**config.mk**
```make
export PLATFORM = sky130hd
export DESIGN_NAME = can_exact_bit_timing_search_core
export DESIGN_NICKNAME = d
export VERILOG_FILES = /design/src/hdl/can_bts_pkg.sv /design/src/hdl/can_bts_div.sv /design/src/hdl/can_exact_bit_timing_search_core.sv
export SDC_FILE = /design/constraint.sdc
export NUM_CORES = 1
export LEC_CHECK = 0
export ABC_AREA = 1
export BUFFER_PORTS_ARGS = -buffer_cell sky130_fd_sc_hd__buf_4
export CAP_MARGIN = 20
export CORE_MARGIN = 5
export CORE_UTILIZATION = 64
export CTS_CLUSTER_SIZE = 16
export DETAILED_ROUTE_END_ITERATION = 8
export HOLD_SLACK_MARGIN = 0.12
export PLACE_DENSITY = 0.83
export SLEW_MARGIN = 20
export SYNTH_ARGS = -nofsm -noshare
export SYNTH_HDL_FRONTEND = slang
export SYNTH_SLANG_ARGS = --single-unit
export TNS_END_PERCENT = 1
```
**constraint.sdc**
```tcl
create_clock -name i_clk -period 6.41 [get_ports i_clk]
set_input_delay 0.9615 -clock i_clk [delete_from_list [all_inputs] [get_ports i_clk]]
set_output_delay 0.9615 -clock i_clk [all_outputs]
set_load 0.01 [all_outputs]
```
**src/hdl/can_bts_pkg.sv**
```systemverilog
// Shared constants, types and helpers for the CAN bit timing search block.
`timescale 1ns / 1ps

package can_bts_pkg;

    localparam int MAX_QUANTA = 25;
    localparam int MIN_QUANTA = 8;

    localparam int CLK_W  = 28;
    localparam int RATE_W = 27;
    localparam int TQ_W   = 8;
    localparam int DEN_W  = RATE_W + TQ_W;
    localparam int PRE_W  = 10;
    localparam int SEG_W  = 7;
    localparam int CNT_W  = $clog2(CLK_W);

    localparam logic [CLK_W-1:0] CLOCK_RESET     = CLK_W'(80000000);
    localparam logic [CLK_W-1:0] PRESCALER_LIMIT = CLK_W'(1023);
    localparam logic [TQ_W-1:0]  SEGMENT_LIMIT   = TQ_W'(127);
    localparam logic [TQ_W-1:0]  TQ_MAX          = TQ_W'(MAX_QUANTA);
    localparam logic [TQ_W-1:0]  TQ_MIN          = TQ_W'(MIN_QUANTA);
    localparam logic             SEARCH_EMPTY    = (MAX_QUANTA < MIN_QUANTA);

    localparam logic STATUS_GOOD = 1'b0;
    localparam logic STATUS_ERR  = 1'b1;

    typedef enum logic [4:0] {
        S_IDLE  = 5'b00001,
        S_MUL   = 5'b00010,
        S_DIV   = 5'b00100,
        S_CHECK = 5'b01000,
        S_DONE  = 5'b10000
    } t_state;

    typedef struct packed {
        logic             start;
        logic [CLK_W-1:0] dividend;
        logic [DEN_W-1:0] divisor;
    } t_div_req;

    typedef struct packed {
        logic             done;
        logic [CLK_W-1:0] quotient;
        logic [CLK_W-1:0] remainder;
    } t_div_rsp;

    typedef struct packed {
        logic             status;
        logic [PRE_W-1:0] prescaler;
        logic [SEG_W-1:0] seg_before;
        logic [SEG_W-1:0] seg_after;
        logic             jump_width;
    } t_result;

    // floor(4*tq/5) as (4*tq*1639) >> 13, exact for tq below 256
    function automatic logic [TQ_W-1:0] f_sample(input logic [TQ_W-1:0] tq);
        logic [TQ_W+13:0] prod;
        prod = {12'b0, tq, 2'b00} * (TQ_W+14)'(1639);
        return prod[TQ_W+12:13];
    endfunction

endpackage

```
**src/hdl/can_bts_div.sv**
```systemverilog
// Restoring divider, one quotient bit per cycle.
`timescale 1ns / 1ps

module can_bts_div
    import can_bts_pkg::*;
(
    input  logic     i_clk,
    input  logic     i_rst_n,
    input  t_div_req i_req,
    output t_div_rsp o_rsp
);

    logic             r_busy, n_busy;
    logic             r_done, n_done;
    logic [CNT_W-1:0] r_cnt, n_cnt;
    logic [CLK_W-1:0] r_rem, n_rem;
    logic [CLK_W-1:0] r_quo, n_quo;
    logic [DEN_W-1:0] r_den, n_den;
    logic [CLK_W:0]   w_trial;
    logic             w_fit;

    assign w_trial = {r_rem, r_quo[CLK_W-1]};
    assign w_fit   = ({{(DEN_W-CLK_W-1){1'b0}}, w_trial} >= r_den);

    always_comb begin
        n_busy = r_busy;
        n_done = 1'b0;
        n_cnt  = r_cnt;
        n_rem  = r_rem;
        n_quo  = r_quo;
        n_den  = r_den;
        if (i_req.start) begin
            n_busy = 1'b1;
            n_cnt  = CNT_W'(CLK_W - 1);
            n_rem  = '0;
            n_quo  = i_req.dividend;
            n_den  = i_req.divisor;
        end else if (r_busy) begin
            n_quo = {r_quo[CLK_W-2:0], w_fit};
            if (w_fit) begin
                n_rem = CLK_W'(w_trial - r_den[CLK_W:0]);
            end else begin
                n_rem = w_trial[CLK_W-1:0];
            end
            n_cnt = r_cnt - 1'b1;
            if (r_cnt == '0) begin
                n_busy = 1'b0;
                n_done = 1'b1;
            end
        end
    end

    always_ff @(posedge i_clk) begin
        if (!i_rst_n) begin
            r_busy <= 1'b0;
            r_done <= 1'b0;
            r_cnt  <= '0;
        end else begin
            r_busy <= n_busy;
            r_done <= n_done;
            r_cnt  <= n_cnt;
        end
        r_rem <= n_rem;
        r_quo <= n_quo;
        r_den <= n_den;
    end

    assign o_rsp.done      = r_done;
    assign o_rsp.quotient  = r_quo;
    assign o_rsp.remainder = r_rem;

endmodule

```
**src/hdl/can_exact_bit_timing_search_core.sv**
```systemverilog
// Top level of the CAN exact bit timing search: sequencer, candidate checks, output register.
//
//  channel  | direction | fields (low first)
//  ---------+-----------+---------------------------------------------------------
//  s_axis   | in        | tdata: bitrate[26:0], zero fill to 32
//  m_axis   | out       | tdata: prescaler[9:0], seg_before[6:0], seg_after[6:0],
//           |           | jump_width, zero fill to 32; tuser: status
//  cfg      | in        | clock frequency in Hz [27:0], no index
//
// Each candidate count goes through a multiply step, the shared divider (28 quotient
// bits) and a check. A request tries up to MAX - MIN + 1 candidate counts, 18 at the
// defaults, from the top down. Reset is synchronous and loads the clock frequency
// with 80000000. s_axis_tready is high only when idle; one finished result waits in
// the output register while the next request is taken.
`timescale 1ns / 1ps

module can_exact_bit_timing_search_core
    import can_bts_pkg::*;
(
    input  logic        i_clk,
    input  logic        i_rst_n,
    input  logic        s_axis_tvalid,
    output logic        s_axis_tready,
    input  logic [31:0] s_axis_tdata,   // bitrate[26:0]
    output logic        m_axis_tvalid,
    input  logic        m_axis_tready,
    output logic [31:0] m_axis_tdata,   // prescaler, seg_before, seg_after, jump_width
    output logic        m_axis_tuser,   // status
    input  logic        i_cfg_valid,
    output logic        o_cfg_ready,
    input  logic [27:0] i_cfg_data     // clock frequency in Hz
);

    t_state            r_state, n_state;
    logic [CLK_W-1:0]  r_clk_hz;
    logic [RATE_W-1:0] r_rate, n_rate;
    logic [TQ_W-1:0]   r_tq, n_tq;
    logic [TQ_W-1:0]   r_sample, n_sample;
    t_result           r_res, n_res;
    t_result           r_out, n_out;
    logic              r_out_vld, n_out_vld;
    t_div_req          w_req;
    t_div_rsp          w_rsp;
    logic [RATE_W-1:0] w_in_rate;
    logic [TQ_W-1:0]   w_after;
    logic              w_hit;
    t_result           w_err;

    assign w_in_rate     = s_axis_tdata[RATE_W-1:0];
    assign s_axis_tready = (r_state == S_IDLE);
    assign o_cfg_ready   = 1'b1;
    assign m_axis_tvalid = r_out_vld;
    assign m_axis_tdata  = {7'b0, r_out.jump_width, r_out.seg_after, r_out.seg_before,
                            r_out.prescaler};
    assign m_axis_tuser  = r_out.status;

    assign w_err = '{status: STATUS_ERR, prescaler: '0, seg_before: '0,
                     seg_after: '0, jump_width: 1'b0};

    assign w_req.start    = (r_state == S_MUL);
    assign w_req.dividend = r_clk_hz;
    assign w_req.divisor  = DEN_W'(r_rate) * DEN_W'(r_tq);

    can_bts_div u_div (
        .i_clk   (i_clk),
        .i_rst_n (i_rst_n),
        .i_req   (w_req),
        .o_rsp   (w_rsp)
    );

    assign w_after = r_tq - r_sample;
    assign w_hit   = (w_rsp.remainder == '0) && (w_rsp.quotient != '0)
                  && (w_rsp.quotient <= PRESCALER_LIMIT)
                  && (r_sample >= TQ_W'(2)) && (r_sample < r_tq)
                  && (r_sample <= SEGMENT_LIMIT + TQ_W'(1))
                  && (w_after <= SEGMENT_LIMIT);

    always_comb begin
        n_state   = r_state;
        n_rate    = r_rate;
        n_tq      = r_tq;
        n_sample  = r_sample;
        n_res     = r_res;
        n_out     = r_out;
        n_out_vld = r_out_vld;
        if (r_out_vld && m_axis_tready) begin
            n_out_vld = 1'b0;
        end
        case (r_state)
            S_IDLE: begin
                if (s_axis_tvalid) begin
                    n_rate = w_in_rate;
                    n_tq   = TQ_MAX;
                    if (w_in_rate == '0 || SEARCH_EMPTY) begin
                        n_res   = w_err;
                        n_state = S_DONE;
                    end else begin
                        n_state = S_MUL;
                    end
                end
            end
            S_MUL: begin
                n_sample = f_sample(r_tq);
                n_state  = S_DIV;
            end
            S_DIV: begin
                if (w_rsp.done) begin
                    n_state = S_CHECK;
                end
            end
            S_CHECK: begin
                if (w_hit) begin
                    n_res = '{status: STATUS_GOOD,
                              prescaler: w_rsp.quotient[PRE_W-1:0],
                              seg_before: SEG_W'(r_sample - TQ_W'(1)),
                              seg_after: w_after[SEG_W-1:0],
                              jump_width: 1'b1};
                    n_state = S_DONE;
                end else if (r_tq == TQ_MIN) begin
                    n_res   = w_err;
                    n_state = S_DONE;
                end else begin
                    n_tq    = r_tq - TQ_W'(1);
                    n_state = S_MUL;
                end
            end
            S_DONE: begin
                if (!r_out_vld || m_axis_tready) begin
                    n_out     = r_res;
                    n_out_vld = 1'b1;
                    n_state   = S_IDLE;
                end
            end
            default: begin
                n_state = S_IDLE;
            end
        endcase
    end

    always_ff @(posedge i_clk) begin
        if (!i_rst_n) begin
            r_state   <= S_IDLE;
            r_out_vld <= 1'b0;
            r_clk_hz  <= CLOCK_RESET;
        end else begin
            r_state   <= n_state;
            r_out_vld <= n_out_vld;
            if (i_cfg_valid) begin
                r_clk_hz <= i_cfg_data;
            end
        end
        r_rate   <= n_rate;
        r_tq     <= n_tq;
        r_sample <= n_sample;
        r_res    <= n_res;
        r_out    <= n_out;
    end

endmodule

```
# After elaboration in Yosys (flattened, before gate mapping)
# Index checks and enable logic that the tools add are counted.
# totals
n_memories,0
register_bits,227
inputBits,65
romBits,0
ramBits,0
output_inout_bits,36
latch_bits,0
# classes
n_bitwise,2
muxes,28
n_lt_le_gt_ge,6
n_addsub,5
n_reduce_logical,22
div,0
n_eq_ne,13
n_shift,0
mul,2
# ops
operator,count
2-to-1 mux 26 bit,4
2-to-1 mux 28 bit,3
one-hot mux 26 bit (2 select lines),1
2-to-1 mux 5 bit,8
greater-or-equal comparator 29 x 35 -> 1 bit,1
multiplier 27 x 8 -> 35 bit,1
"<= comparator 28 x 10 -> 1 bit, second input constant",1
logical NOT 28 bit,1
nonzero test 28 bit,1
subtractor 28 bit,1
logical NOT 27 bit,1
one-hot mux 5 bit (5 select lines),1
2-to-1 mux 8 bit,3
"multiplier 8 x 11 -> 19 bit, second input constant",1
one-hot mux 8 bit (2 select lines),1
"== test 8 x 4 -> 1 bit, second input constant",1
"greater-or-equal comparator 8 x 2 -> 1 bit, second input constant",1
"<= comparator 8 x 7 -> 1 bit, second input constant",1
"<= comparator 8 bit, second input constant",1
less-than comparator 8 bit,1
"!= test 2 bit, second input constant",4
AND reduction 4 bit,2
"subtractor 8 x 1 -> 8 bit, second input constant",1
subtractor 8 bit,1
other kinds (20),36

# Longest topological paths before layout
# depth
word_depth,9
mapped_depth,23
ltp_nobuf,21

# Hierarchy
# Synthesis repeated with hierarchy kept, for this count alone.
# unflattened
cells_unflattened,2587
area_unflattened_um2,20339.5
# modules_own_cells
module,cells_per_inst,area_per_inst_um2,instances,seq_area_each_um2
can_exact_bit_timing_search_core,1735,14196.1,1,3533.4
can_bts_div,852,6143.4,1,2592.5

# Worst setup path before layout
# OpenSTA, ideal clock, no wires.
# synth_path
path_kind,register to register
startpoint,reg r_tq[7]
endpoint,"reg u_div.r_den[21], data pin"
path_slack_ns,1.528
n_path_buf,2
stages_incl_launch_ff,20
t_required_ns,6.152
arrival_time_ns,4.624
setup_time_ns,0.258
path_cell_list,edfxtp_1 -> clkbuf_1 -> clkbuf_1 -> nand2_1 -> fa_1 -> fa_1 -> inv_1 -> fa_1 -> inv_1 -> fa_1 -> inv_1 -> ha_1 -> nand2_1 -> inv_1 -> a21boi_0 -> inv_1 -> a21oi_1 -> inv_1 -> a21oi_1 -> xnor2_1
# synth_rtl
element,line_no,rtl
start: declaration,can_exact_bit_timing_search_core.sv:37,"logic [TQ_W-1:0] r_tq, n_tq;"
start signal: assignment,can_exact_bit_timing_search_core.sv:153,r_tq <= n_tq;
end signal: assignment,can_bts_div.sv:65,r_den <= n_den;
end: declaration,can_bts_div.sv:18,"logic [DEN_W-1:0] r_den, n_den;"

==> impl_results.md <==
- Outcome: completed
- Setup Skew: approximately 15 ps
- Cell depth of the worst flop-to-flop path: 17
- Routed wire length: 44700 um
- Critical-path top delay cell: edfxtp_1
- Largest net degree at the start of global routing: 85
- Hold_sp: r_res[25]
- Hold Crit Class: register to register
- Grt total ovfl: 0
- Die Ht: 186 um
- Most Frequent Cell on Critical Path: inv_1
- Setup TNS: 0 ps
- # rows: 64
- Core ar.: 0.0306 mm^2
- Post-CTS sizing: 0
- Post-Syn Instances: 2461
- Final Critical Period: 5480 ps
- Crit path max fanout: 27
- Post-detail-place hpwl: 34400 um
- DR WL/cell: ~15 um
- Adder-Cell Fraction of Synth Area: between 20% and 30%
- R2R Setup Slk: 930 ps
- Worst Path Arrival: ~5800 ps
- Vias post-DR: 15900
- Starting DRT DRC Count: between 1000 and 1500
- Buffers plus inverters on the worst setup path: 6
- Gpl congestion: 0.954
- YS warnings: 0
- Ports: 101
- # fillers: about 2300
- Delay-heaviest family, CP: adder cells
- CTS tree: done
- Seq/Total Area, Yosys: 31.0%
- Most common library cell in the layout ignoring fill and taps: nand2_1
- All-Layer GR Usage: 26.7%
- Hold path cells: 0
- Most frequent cells in the layout: nand2_1, inv_1, nor2_1
- Die width: between 150 and 200 um
- Main combinational cell family by area after synthesis: adder cells
- Relative slew slack: 22.1%
- Global-route wire length before repair: roughly 76000 um
- H-tree Lvls: 1
- Post-Synth Simple-Gate Area: 20.6%
- CP peak stage delay: 1100 ps
- Max-slew violations: 0
- Mapped cell area: 0.0198 mm^2
- IO Port Bufs: 87
- CP Capture Type: register
- WP data required: 6700 ps
- Die area: 0.0345 mm^2
- Total of max-cap violations: 0
- FMAX: roughly 0.18 GHz
- Clk Latency, worst-skew pair: 550 ps
- Via/cell ratio: 5.44
- Vias in the first global route: around 17000
- Fin crit share: a little under nine tenths
- Worst path cell trace: nand2_1 -> fa_1 -> fa_1 -> inv_1 -> fa_1 -> inv_1 -> fa_1 -> inv_1 -> ha_1 -> nand2_1 -> inv_1 -> a21boi_0 -> inv_1 -> a21oi_1 -> inv_1 -> a21oi_1 -> xnor2_1
- CTS Buffer Depth: 3
- Clk root buf: clkbuf_16
- Share of cells above drive strength 1: under 10%
- Final ANT Viol Nets: 0
- Pre-Repair DR Iteration Count: 5
- Initial antenna violation count: 0
- Clock sink count: 227
- Least-Margin Pin Slew: 1170 ps
- Setup CP Type: register to register
- Mux share of post-synthesis cell area: 0%
- Cts hold-fix bufs: 0
- CP startpoint kind: register
- Worst r2r src: r_tq[4]
- ANT cells: 0
- Sink of the worst hold path: m_axis_tuser
- Syn avg cell area: 8.04 um^2
- CTS buffer count: 25
- Area growth, synth to finish: 8.98%
- Final setup fails: 0
- RSZ-0062 raised after global routing: no
- # Post-CTS Setup Buffers: 0
- Final hold vios: 0
- Final Net Count: 2891
- Initial core utilization: 64.7%
- Post-synthesis cell type count: 52
- R2r endpoint: u_div.r_den[21]
- Compound-gate portion of the synthesized area: under 10%
- Clock transition at path regs: 60 ps
- #FFs+latches synth: 227
- # DRC: 0
- XOR/XNOR share of the synthesized area: around 3%
state kept, by name (all words and copies together) (netlist names), 5 cells and up:
register / count
r_tq: 8
m_axis_tdata: 25
u_div.r_quo: 28
u_div.r_cnt: 5
u_div.r_rem: 28
r_state: 5
r_rate: 27
r_res: 26
u_div.r_den: 35
r_clk_hz: 28
r_sample: 8
how the worst max path moves through the flow:
stage | startpoint | to | depth (start not counted)
after detailed placement | r_tq[5] | u_div.r_den[33] | 18
after global routing | r_tq[4] | u_div.r_den[33] | 19
after CTS | r_tq[5] | u_div.r_den[33] | 18
after floorplan | r_tq[7] | u_div.r_den[21] | 19
final | r_tq[4] | u_div.r_den[21] | 17
after global placement | r_tq[5] | u_div.r_den[33] | 18
cell type report:
type / instances / area (um^2) / share of cell area (%)
multi-input combinational: 1589 / 11200 / 51.8
sequential: 227 / 6130 / 28.4
inverter: 562 / 2110 / 9.78
timing repair buffer: 102 / 781 / 3.62
clock buffer: 37 / 753 / 3.49
tap: 396 / 495 / 2.30
clock inverter: 9 / 124 / 0.574
per-stage QoR:
stage / hold slack, ps / std cells / cell area [um^2] / util [%] / worst slack (ps)
3_3_place_gp: 400 / 2873 / 20600 / 67.5 / 1060
3_5_place_dp: 405 / 2873 / 20600 / 67.5 / 914
5_1_grt: 421 / 2922 / 21600 / 70.5 / 668
4_1_cts: 419 / 2919 / 21500 / 70.4 / 859
6_report: 418 / 2922 / 21600 / 70.5 / 929
2_1_floorplan: 400 / 2467 / 19800 / - / 1530
cell usage after synthesis, drive strengths merged:
cell type,n,area [um^2]
a211oi,1,7.51
a21boi,5,37.5
a21o,8,60.1
a21oi,102,510
a221oi,1,8.76
a31oi,5,31.3
and3,1,6.26
buf,31,186
clkbuf,58,231
clkinv,1,3.75
conb,2,7.51
dfxtp,69,1380
edfxtp,158,4740
fa,170,3400
ha,149,1860
inv,561,2110
nand2,602,2270
nand3,122,661
nand3b,3,22.5
nand4,21,153
nor2,193,744
nor3,18,90.1
nor3b,1,7.51
nor4,14,109
o2111ai,1,8.76
o211ai,2,15.0
o21a,3,22.5
o21ai,79,399
o21bai,8,60.1
o221a,1,11.3
o221ai,1,8.76
o311ai,1,8.76
o31ai,1,7.51
or2,1,6.26
xnor2,35,307
xor2,32,280
logic make-up (layout without fill, tap and decap cells):
| kind of cell | Yosys count | count (layout) |
|---|---|---|
| simple gates | 976 | 976 |
| buf+inv | 651 | 710 |
| fa+ha+maj | 319 | 319 |
| flops | 227 | 227 |
| compound gates | 219 | 219 |
| xor+xnor | 67 | 67 |
| other cells | 2 | 8 |
metal layers:
layer,wire (um),part of all wire (%),track usage [%]
met4,1870,4.2,10.9
met3,2860,6.4,3.67
met5,0,0,0
met2,22500,50,48.4
met1,17600,39,32.2
Power is not shown: default switching activity piles up to over one toggle a cycle in this logic, so the estimate is an artifact.
